[src/rtl/gctl_pkg.sv]
// ----------------------------------------------------------------------------
// gctl_pkg
// Shared types and codes for the glyph code table: status codes, item
// kinds, controller states and the command/status bundles.
// ----------------------------------------------------------------------------
package gctl_pkg;

    localparam int CW     = 9;   // glyph_count register width
    localparam int CODE_W = 16;  // character code and payload width
    localparam int SLOT_W = 8;   // slot field width on the result

    localparam logic [1:0] K_ADD  = 2'd0;
    localparam logic [1:0] K_PREP = 2'd1;
    localparam logic [1:0] K_LOOK = 2'd2;

    typedef enum logic [2:0] {
        ST_OK       = 3'd0,
        ST_FULL     = 3'd1,
        ST_DUP      = 3'd2,
        ST_ZERO     = 3'd3,
        ST_NOTFULL  = 3'd4,
        ST_NOTFOUND = 3'd5
    } t_status;

    typedef enum logic [4:0] {
        S_CLEAR, S_IDLE, S_DISPATCH,
        S_ADD_RD, S_ADD_CHK,
        S_PRE_RD, S_PRE_CHK,
        S_SRT_RD0, S_SRT_C0, S_SRT_RD, S_SRT_CMP, S_SRT_END,
        S_RUN_RD0, S_RUN_C0, S_RUN_RD, S_RUN_CMP, S_RUN_FIN,
        S_LK_RUN, S_LK_PRD, S_LK_PCHK,
        S_BS, S_BS_CHK,
        S_DONE
    } t_state;

    typedef enum logic [4:0] {
        OP_WAIT, OP_CLR, OP_TAKE, OP_RES, OP_RD_IDX, OP_RD_LAST, OP_NEXT,
        OP_ADD_WR, OP_SRT_INIT, OP_CARRY, OP_BUBBLE, OP_SRT_END,
        OP_RUN0, OP_RUN_STEP, OP_RUN_FIN, OP_LK_RUNSET, OP_LK_HIT,
        OP_BS_RD, OP_BS_STEP, OP_EMIT
    } t_op;

    typedef struct packed {
        t_op     op;
        t_status res;
    } t_cmd;

    typedef struct packed {
        logic [1:0] kind;
        logic       char_zero;
        logic       at_end;
        logic       rd_zero;
        logic       rd_eq;
        logic       lim_zero;
        logic       pass_end;
        logic       swapped;
        logic       lim_one;
        logic       n_one;
        logic       run_last;
        logic       run_hit;
        logic       run_out;
        logic       bs_done;
        logic       clr_last;
    } t_stat;

endpackage

[src/rtl/gctl_ctrl.sv]
// ----------------------------------------------------------------------------
// gctl_ctrl
// Sequencer for the glyph table: clear sweep, add scan, bubble sort, run
// scan, run/binary lookup and the result handshake.
// ----------------------------------------------------------------------------
module gctl_ctrl (
    input  logic            i_clk,
    input  logic            i_rst_n,
    input  logic            i_s_tvalid,
    input  logic            i_m_tready,
    input  logic            i_cfg_wen,
    input  gctl_pkg::t_stat i_stat,
    output gctl_pkg::t_cmd  o_cmd,
    output logic            o_s_tready,
    output logic            o_m_tvalid
);
    import gctl_pkg::*;

    t_state r_state, n_state;
    logic   r_ovalid;
    logic   take, out_free;

    assign o_s_tready = (r_state == S_IDLE) && !i_cfg_wen;
    assign take       = o_s_tready && i_s_tvalid;
    assign out_free   = !r_ovalid || i_m_tready;
    assign o_m_tvalid = r_ovalid;

    always_comb begin
        n_state = r_state;
        unique case (r_state)
            S_CLEAR:    if (i_stat.clr_last) n_state = S_IDLE;
            S_IDLE: begin
                if (i_cfg_wen) n_state = S_CLEAR;
                else if (take) n_state = S_DISPATCH;
            end
            S_DISPATCH: begin
                case (i_stat.kind)
                    K_ADD:   n_state = i_stat.char_zero ? S_DONE : S_ADD_RD;
                    K_PREP:  n_state = S_PRE_RD;
                    K_LOOK:  n_state = i_stat.char_zero ? S_DONE : S_LK_RUN;
                    default: n_state = S_DONE;
                endcase
            end
            S_ADD_RD:   n_state = i_stat.at_end ? S_DONE : S_ADD_CHK;
            S_ADD_CHK:  n_state = (i_stat.rd_zero || i_stat.rd_eq) ? S_DONE : S_ADD_RD;
            S_PRE_RD:   n_state = S_PRE_CHK;
            S_PRE_CHK: begin
                if (i_stat.rd_zero)       n_state = S_DONE;
                else if (i_stat.lim_zero) n_state = S_RUN_RD0;
                else                      n_state = S_SRT_RD0;
            end
            S_SRT_RD0:  n_state = S_SRT_C0;
            S_SRT_C0:   n_state = S_SRT_RD;
            S_SRT_RD:   n_state = S_SRT_CMP;
            S_SRT_CMP:  n_state = i_stat.pass_end ? S_SRT_END : S_SRT_RD;
            S_SRT_END:  n_state = (!i_stat.swapped || i_stat.lim_one) ? S_RUN_RD0 : S_SRT_RD0;
            S_RUN_RD0:  n_state = S_RUN_C0;
            S_RUN_C0:   n_state = i_stat.n_one ? S_RUN_FIN : S_RUN_RD;
            S_RUN_RD:   n_state = S_RUN_CMP;
            S_RUN_CMP:  n_state = i_stat.run_last ? S_RUN_FIN : S_RUN_RD;
            S_RUN_FIN:  n_state = S_DONE;
            S_LK_RUN: begin
                if (!i_stat.run_hit)     n_state = S_BS;
                else if (i_stat.run_out) n_state = S_DONE;
                else                     n_state = S_LK_PRD;
            end
            S_LK_PRD:   n_state = S_LK_PCHK;
            S_LK_PCHK:  n_state = S_DONE;
            S_BS:       n_state = i_stat.bs_done ? S_DONE : S_BS_CHK;
            S_BS_CHK:   n_state = i_stat.rd_eq ? S_DONE : S_BS;
            S_DONE:     if (out_free) n_state = S_IDLE;
            default:    n_state = S_IDLE;
        endcase
    end

    always_comb begin
        o_cmd.op  = OP_WAIT;
        o_cmd.res = ST_NOTFOUND;
        unique case (r_state)
            S_CLEAR:    o_cmd.op = OP_CLR;
            S_IDLE:     if (take) o_cmd.op = OP_TAKE;
            S_DISPATCH: begin
                case (i_stat.kind)
                    K_ADD: begin
                        if (i_stat.char_zero) begin
                            o_cmd.op  = OP_RES;
                            o_cmd.res = ST_ZERO;
                        end
                    end
                    K_PREP:  o_cmd.op = OP_WAIT;
                    K_LOOK:  if (i_stat.char_zero) o_cmd.op = OP_RES;
                    default: o_cmd.op = OP_RES;
                endcase
            end
            S_ADD_RD: begin
                if (i_stat.at_end) begin
                    o_cmd.op  = OP_RES;
                    o_cmd.res = ST_FULL;
                end else begin
                    o_cmd.op = OP_RD_IDX;
                end
            end
            S_ADD_CHK: begin
                if (i_stat.rd_zero) begin
                    o_cmd.op = OP_ADD_WR;
                end else if (i_stat.rd_eq) begin
                    o_cmd.op  = OP_RES;
                    o_cmd.res = ST_DUP;
                end else begin
                    o_cmd.op = OP_NEXT;
                end
            end
            S_PRE_RD:   o_cmd.op = OP_RD_LAST;
            S_PRE_CHK: begin
                if (i_stat.rd_zero) begin
                    o_cmd.op  = OP_RES;
                    o_cmd.res = ST_NOTFULL;
                end else begin
                    o_cmd.op = OP_SRT_INIT;
                end
            end
            S_SRT_RD0, S_SRT_RD, S_RUN_RD0, S_RUN_RD, S_LK_PRD: o_cmd.op = OP_RD_IDX;
            S_SRT_C0:   o_cmd.op = OP_CARRY;
            S_SRT_CMP:  o_cmd.op = OP_BUBBLE;
            S_SRT_END:  o_cmd.op = OP_SRT_END;
            S_RUN_C0:   o_cmd.op = OP_RUN0;
            S_RUN_CMP:  o_cmd.op = OP_RUN_STEP;
            S_RUN_FIN:  o_cmd.op = OP_RUN_FIN;
            S_LK_RUN: begin
                if (i_stat.run_hit) o_cmd.op = i_stat.run_out ? OP_RES : OP_LK_RUNSET;
            end
            S_LK_PCHK:  o_cmd.op = OP_LK_HIT;
            S_BS:       o_cmd.op = i_stat.bs_done ? OP_RES : OP_BS_RD;
            S_BS_CHK:   o_cmd.op = i_stat.rd_eq ? OP_LK_HIT : OP_BS_STEP;
            S_DONE:     if (out_free) o_cmd.op = OP_EMIT;
            default:    o_cmd.op = OP_WAIT;
        endcase
    end

    always_ff @(posedge i_clk) begin
        if (!i_rst_n) begin
            r_state  <= S_CLEAR;
            r_ovalid <= 1'b0;
        end else begin
            r_state <= n_state;
            if (o_cmd.op == OP_EMIT) r_ovalid <= 1'b1;
            else if (i_m_tready)     r_ovalid <= 1'b0;
        end
    end

    // one item in flight: no new word straight after an accept
    a_one_item: assert property (@(posedge i_clk) disable iff (!i_rst_n)
        (i_s_tvalid && o_s_tready) |=> !o_s_tready)
        else $error("gctl_ctrl: input taken while an item is in flight");

    // hold the finished result while the output word is still waiting
    a_done_hold: assert property (@(posedge i_clk) disable iff (!i_rst_n)
        (r_state == S_DONE && r_ovalid && !i_m_tready) |=> (r_state == S_DONE))
        else $error("gctl_ctrl: result left while output blocked");

    a_emit_src: assert property (@(posedge i_clk) disable iff (!i_rst_n)
        (!r_ovalid ##1 r_ovalid) |-> ($past(r_state) == S_DONE))
        else $error("gctl_ctrl: output raised outside the done state");

    a_cfg_clear: assert property (@(posedge i_clk) disable iff (!i_rst_n)
        (r_state == S_IDLE && i_cfg_wen) |=> (r_state == S_CLEAR))
        else $error("gctl_ctrl: register write did not start the clear sweep");

endmodule

[config.mk]
export PLATFORM = sky130hd
export DESIGN_NAME = gctl_ctrl
export DESIGN_NICKNAME = d
export VERILOG_FILES = /design/src/rtl/gctl_pkg.sv /design/src/rtl/gctl_ctrl.sv
export SDC_FILE = /design/constraint.sdc
export NUM_CORES = 1
export LEC_CHECK = 0
export BUFFER_PORTS_ARGS = -buffer_cell sky130_fd_sc_hd__buf_2
export CORE_MARGIN = 2
export CORE_UTILIZATION = 39
export CTS_BUF_LIST = sky130_fd_sc_hd__clkbuf_4 sky130_fd_sc_hd__clkbuf_8 sky130_fd_sc_hd__clkbuf_16
export DETAILED_ROUTE_END_ITERATION = 6
export GPL_ROUTABILITY_DRIVEN = 0
export PLACE_DENSITY_LB_ADDON = 0.08
export SYNTH_ARGS = -nofsm -noshare
export SYNTH_HDL_FRONTEND = slang
export SYNTH_SLANG_ARGS = --single-unit
export TNS_END_PERCENT = 10
[constraint.sdc]
create_clock -name i_clk -period 2.3 [get_ports i_clk]
set_input_delay 0.575 -clock i_clk [delete_from_list [all_inputs] [get_ports i_clk]]
set_output_delay 0.575 -clock i_clk [all_outputs]
set_load 0.05 [all_outputs]
# [Yosys cells after proc, flatten, opt, wreduce, memory -nomap -nowiden]
# Index checks and enable logic that the tools add are counted.
[classes] n_eq_ne=28 muxes=42 reduce_logical=14
[op_table] cell="5-bit one-hot mux with 22 select lines" n=1
[op_table] cell="5-bit one-hot mux with 19 select lines" n=1
[op_table] cell="5-bit 2-to-1 mux" n=13
[op_table] cell="5-bit by 4-bit == test with 1-bit output (second input constant)" n=8
[op_table] cell="5-bit == test (second input constant)" n=8
[op_table] cell="3-bit 2-to-1 mux" n=10
[op_table] cell="5-bit one-hot mux with 3 select lines" n=2
[op_table] cell="5-bit by 3-bit == test with 1-bit output (second input constant)" n=4
[op_table] cell="4-bit 2-to-1 mux" n=5
[op_table] cell="2-bit 2-to-1 mux" n=6
[op_table] cell="3-bit one-hot mux with 4 select lines" n=1
[op_table] cell="5-bit by 2-bit == test with 1-bit output (second input constant)" n=2
[op_table] cell="5-bit by 1-bit == test with 1-bit output (second input constant)" n=1
[op_table] cell="5-bit logical NOT" n=1
[op_table] cell="5-bit OR reduction" n=1
[op_table] cell="2-bit inequality test (second input constant)" n=2
[op_table] cell="1-bit logical NOT" n=3
[op_table] cell="1-bit logical OR" n=3
[op_table] cell="1-bit 2-to-1 mux" n=3
[op_table] cell="3-bit inequality test (second input constant)" n=1
[op_table] cell="3-bit AND reduction" n=1
[op_table] cell="2-bit by 1-bit == test with 1-bit output (second input constant)" n=1
[op_table] cell="2-bit == test (second input constant)" n=1
[op_table] cell="1-bit logical AND" n=2
[op_table] cell="3 further kinds" n=3
[word_totals] register_bits=6 output_inout_bits=10

# [Logic depth before layout (Yosys ltp)]
[logic_depth] ltp_word=7 mapped_depth=7

# [Worst setup path after synthesis]
# Ideal clock, no wire load.
[synth_timing] path_type="reg2out" startpoint="register r_state[4]" endpoint="output o_cmd[4] in the netlist's numbering" arrival_time_ps=2516 t_required_ps=1725 slack_ps=-791 stages_incl_launch_ff=6 path_buffers=1 cell_sequence="dfxtp_1 > or3_1 > buf_2 > nor3_1 > a2bb2oi_1 > nand3_1"
[synth_lines] element="start, declared" line="gctl_ctrl.sv:19" source="t_state r_state, n_state;"
[synth_lines] element="start signal, assigned" line="gctl_ctrl.sv:145" source="r_state <= n_state;"
[synth_lines] element="end, declared" line="gctl_ctrl.sv:13" source="output gctl_pkg::t_cmd o_cmd,"

==> run metrics <==
status finished with violations; violated checks negative setup slack; initial drt markers 75; Std-Cell Rows 18; I/O Pins 31; final setup violation count 5; Worst-path clk slew 0.04 ns; period utilization 105%; residual DRC count 0; syn avg cell area 6.93 µm²; CP peak stage delay 0.53 ns; Tot GR Track Use 23.4%; Core Box Area 0.00254 mm²; Worst Path Arrival 1.84 ns; CP top delay family simple AND/OR/NAND/NOR gates; Final #Nets 222; Synth Register Bits 6; crit path kind reg2out; Max VDD drop 0.00114 V; max_slew headroom 72.8%; Worst-Margin Slew 0.398 ns; ys async rst share 0%; area leader, netlist dfxtp_1; Max Root-Sink Buffers 2; max-slew violations 0; Routed WL per cell 16.7 µm; Post-synth EDFFs 0; combinational family with the most area after synthesis simple AND/OR/NAND/NOR gates; Synth top cells by count nand2_1 (12), a21oi_1 (9), nand2b_1 (9), nor2b_1 (9), buf_2 (8); grt ovf 0; Antenna diodes 0; # fillers 228; Skew-Pair Late Insertion Delay 0.24 ns; CP Data Required Time 1.73 ns; Static Leak 0.644 nW; CTS tree yes; clock period minus worst slack 2.41 ns; sw frac 53.6%; XOR/XNOR Fraction of Synth Area 1.64%; first-pass GRT wire length 6000 µm; Routed Antenna Nets 0; CTS root buffer clkbuf_4; worst setup margin -0.112 ns; Hold Crit Class in2reg; input/output buffers 30; Synth Area in Simple Gates 41.0%; Num CTS Buffers 3; post-DR vias/cell 6.30; area delta synth->final 46.7%; largest net degree at the start of global routing 26; CTS H-tree depth 1; Cells after Synth 154; max cap viols 0; layout cells sized above 1 39.2%; cell area after synthesis 0.00107 mm²; Hold Fails Final Rpt 0; HPWL Detailed 2880 µm; Synth warnings 0; number of global-route vias before repair 1312; Synth top area share 11.3%; initial antenna violation count 0; DR vias 1443; PwrDens 1230 mW/mm²; critical path launch point type flop; CP bufs+invs 1; slowest CP cell or4_4; clock sink count 6; Synth Area in Compound Gates 36.8%; Final Instance Area 0.00157 mm²; combinational share of power 86.3%; mux contribution to synthesized area 0.938%; RSZ-0062 raised after global routing true; Die Wd 56.3 µm; CP Cell Sequence or3_4 -> or4_4 -> a31o_1 -> buf_6; adder-cell share of the synthesized area 0%; top post-synthesis cells by area dfxtp_1 (11%), nand2b_1 (5.3%), nor2b_1 (5.3%); placed cell areas 0.00141 mm²; clk_skew 0.00274 ns; worst-path fanout max 2; Hold WS 0.648 ns; Top FF cell, synth dfxtp_1; Die ar. 0.00317 mm²; Crit. End Element output pin; Netlist cell types 54; drt first pass iters 4; sequential share of the synthesized area 11.3%; f_max 415 MHz; Clk network pwr share 4.7%; Starting Density 41.9%; internal power 0.890 mW; Routed WL 3830 µm; top-count cell post-synth nand2_1; NetSw 1.03 mW; Die Y 56.3 µm; register-to-register setup slack 0.29 ns; sequential power share 9.0%; Syn Nets 175
==> what timing repair did <==
| action | CTS | global route |
|---|---|---|
| hold buffers | 0 | 0 |
| pin swaps | 1 | 1 |
| cloned | 0 | 0 |
| endpoints found under the setup margin | 7 | 9 |
| gates resized for setup | 24 | 11 |
| buffers inserted | 0 | 0 |
==> cells in the final DEF (no fill, tap or decap), types with 3 or more instances in the layout <==
master / n
nand2_1: 12
o21a_1: 3
buf_2: 22
nor2_1: 6
clkbuf_4: 3
o21ai_0: 7
a21oi_1: 8
o31ai_1: 3
nand3_1: 4
buf_4: 27
dfxtp_1: 5
nand3b_1: 4
nand2b_1: 9
buf_6: 6
nor2b_1: 9
a211oi_1: 4
==> power groups by stage <==
| stage | sequential [mW] | combinational (mW) | clock [mW] |
|---|---|---|---|
| after floorplan | 0.154 | 1.00 | 0 |
| after global placement | 0.162 | 1.44 | 0 |
| after detailed placement | 0.161 | 1.45 | 0 |
| after CTS | 0.165 | 1.58 | 0.0980 |
| after global routing | 0.175 | 1.76 | 0.108 |
| final | 0.172 | 1.66 | 0.0909 |
==> layer usage <==
layer / global-route usage, % / share of wire [%]
met5: 0 / 0
met1: 32.2 / 41
met3: 4.15 / 9.7
met2: 35.1 / 46
met4: 10.9 / 3.5
==> flip-flops by register name, indices dropped and copies added (netlist names) <==
name        count
o_m_tvalid      1
r_state         5
==> cells by family (layout without fill, tap and decap cells) <==
kind of cell           Yosys count  count (layout)
AO/OA/AOI/OAI                   55              55
XOR/XNOR                         2               2
buffers and inverters           17              62
flip-flops                       6               6
multiplexers                     1               1
AND/OR/NAND/NOR                 73              73
==> metrics by stage <==
step | cells | worst slack (ns) | setup TNS [ns] | util, % | total power [mW]
2_1_floorplan | 154 | -0.143 | -0.290 | - | 1.16
3_3_place_gp | 226 | -0.0236 | -0.0241 | 55.3 | 1.60
3_5_place_dp | 226 | -0.113 | -0.216 | 55.3 | 1.61
4_1_cts | 229 | -0.105 | -0.268 | 60.1 | 1.85
5_1_grt | 229 | -0.146 | -0.602 | 61.5 | 2.04
6_report | 229 | -0.112 | -0.249 | 61.5 | 1.92
==> path summary, 6_finish.rpt <==
path | from | cells past startpoint | endpoint
min reg2reg | o_m_tvalid | 3 | o_m_tvalid
max reg2reg | r_state[0] | 6 | r_state[1]
min | i_rst_n | 2 | o_m_tvalid
max | r_state[4] | 4 | o_cmd[2]
==> area by class of cell <==
class	count	area [µm²]	area share, %
Tap cell	30	37.5	2.40
Clock buffer	3	22.5	1.44
Multi-Input combinational cell	131	958	61.2
Timing Repair Buffer	57	415	26.5
Inverter	2	7.51	0.480
Sequential cell	6	124	7.91
Note: power is estimated with default switching activity, not from simulation.
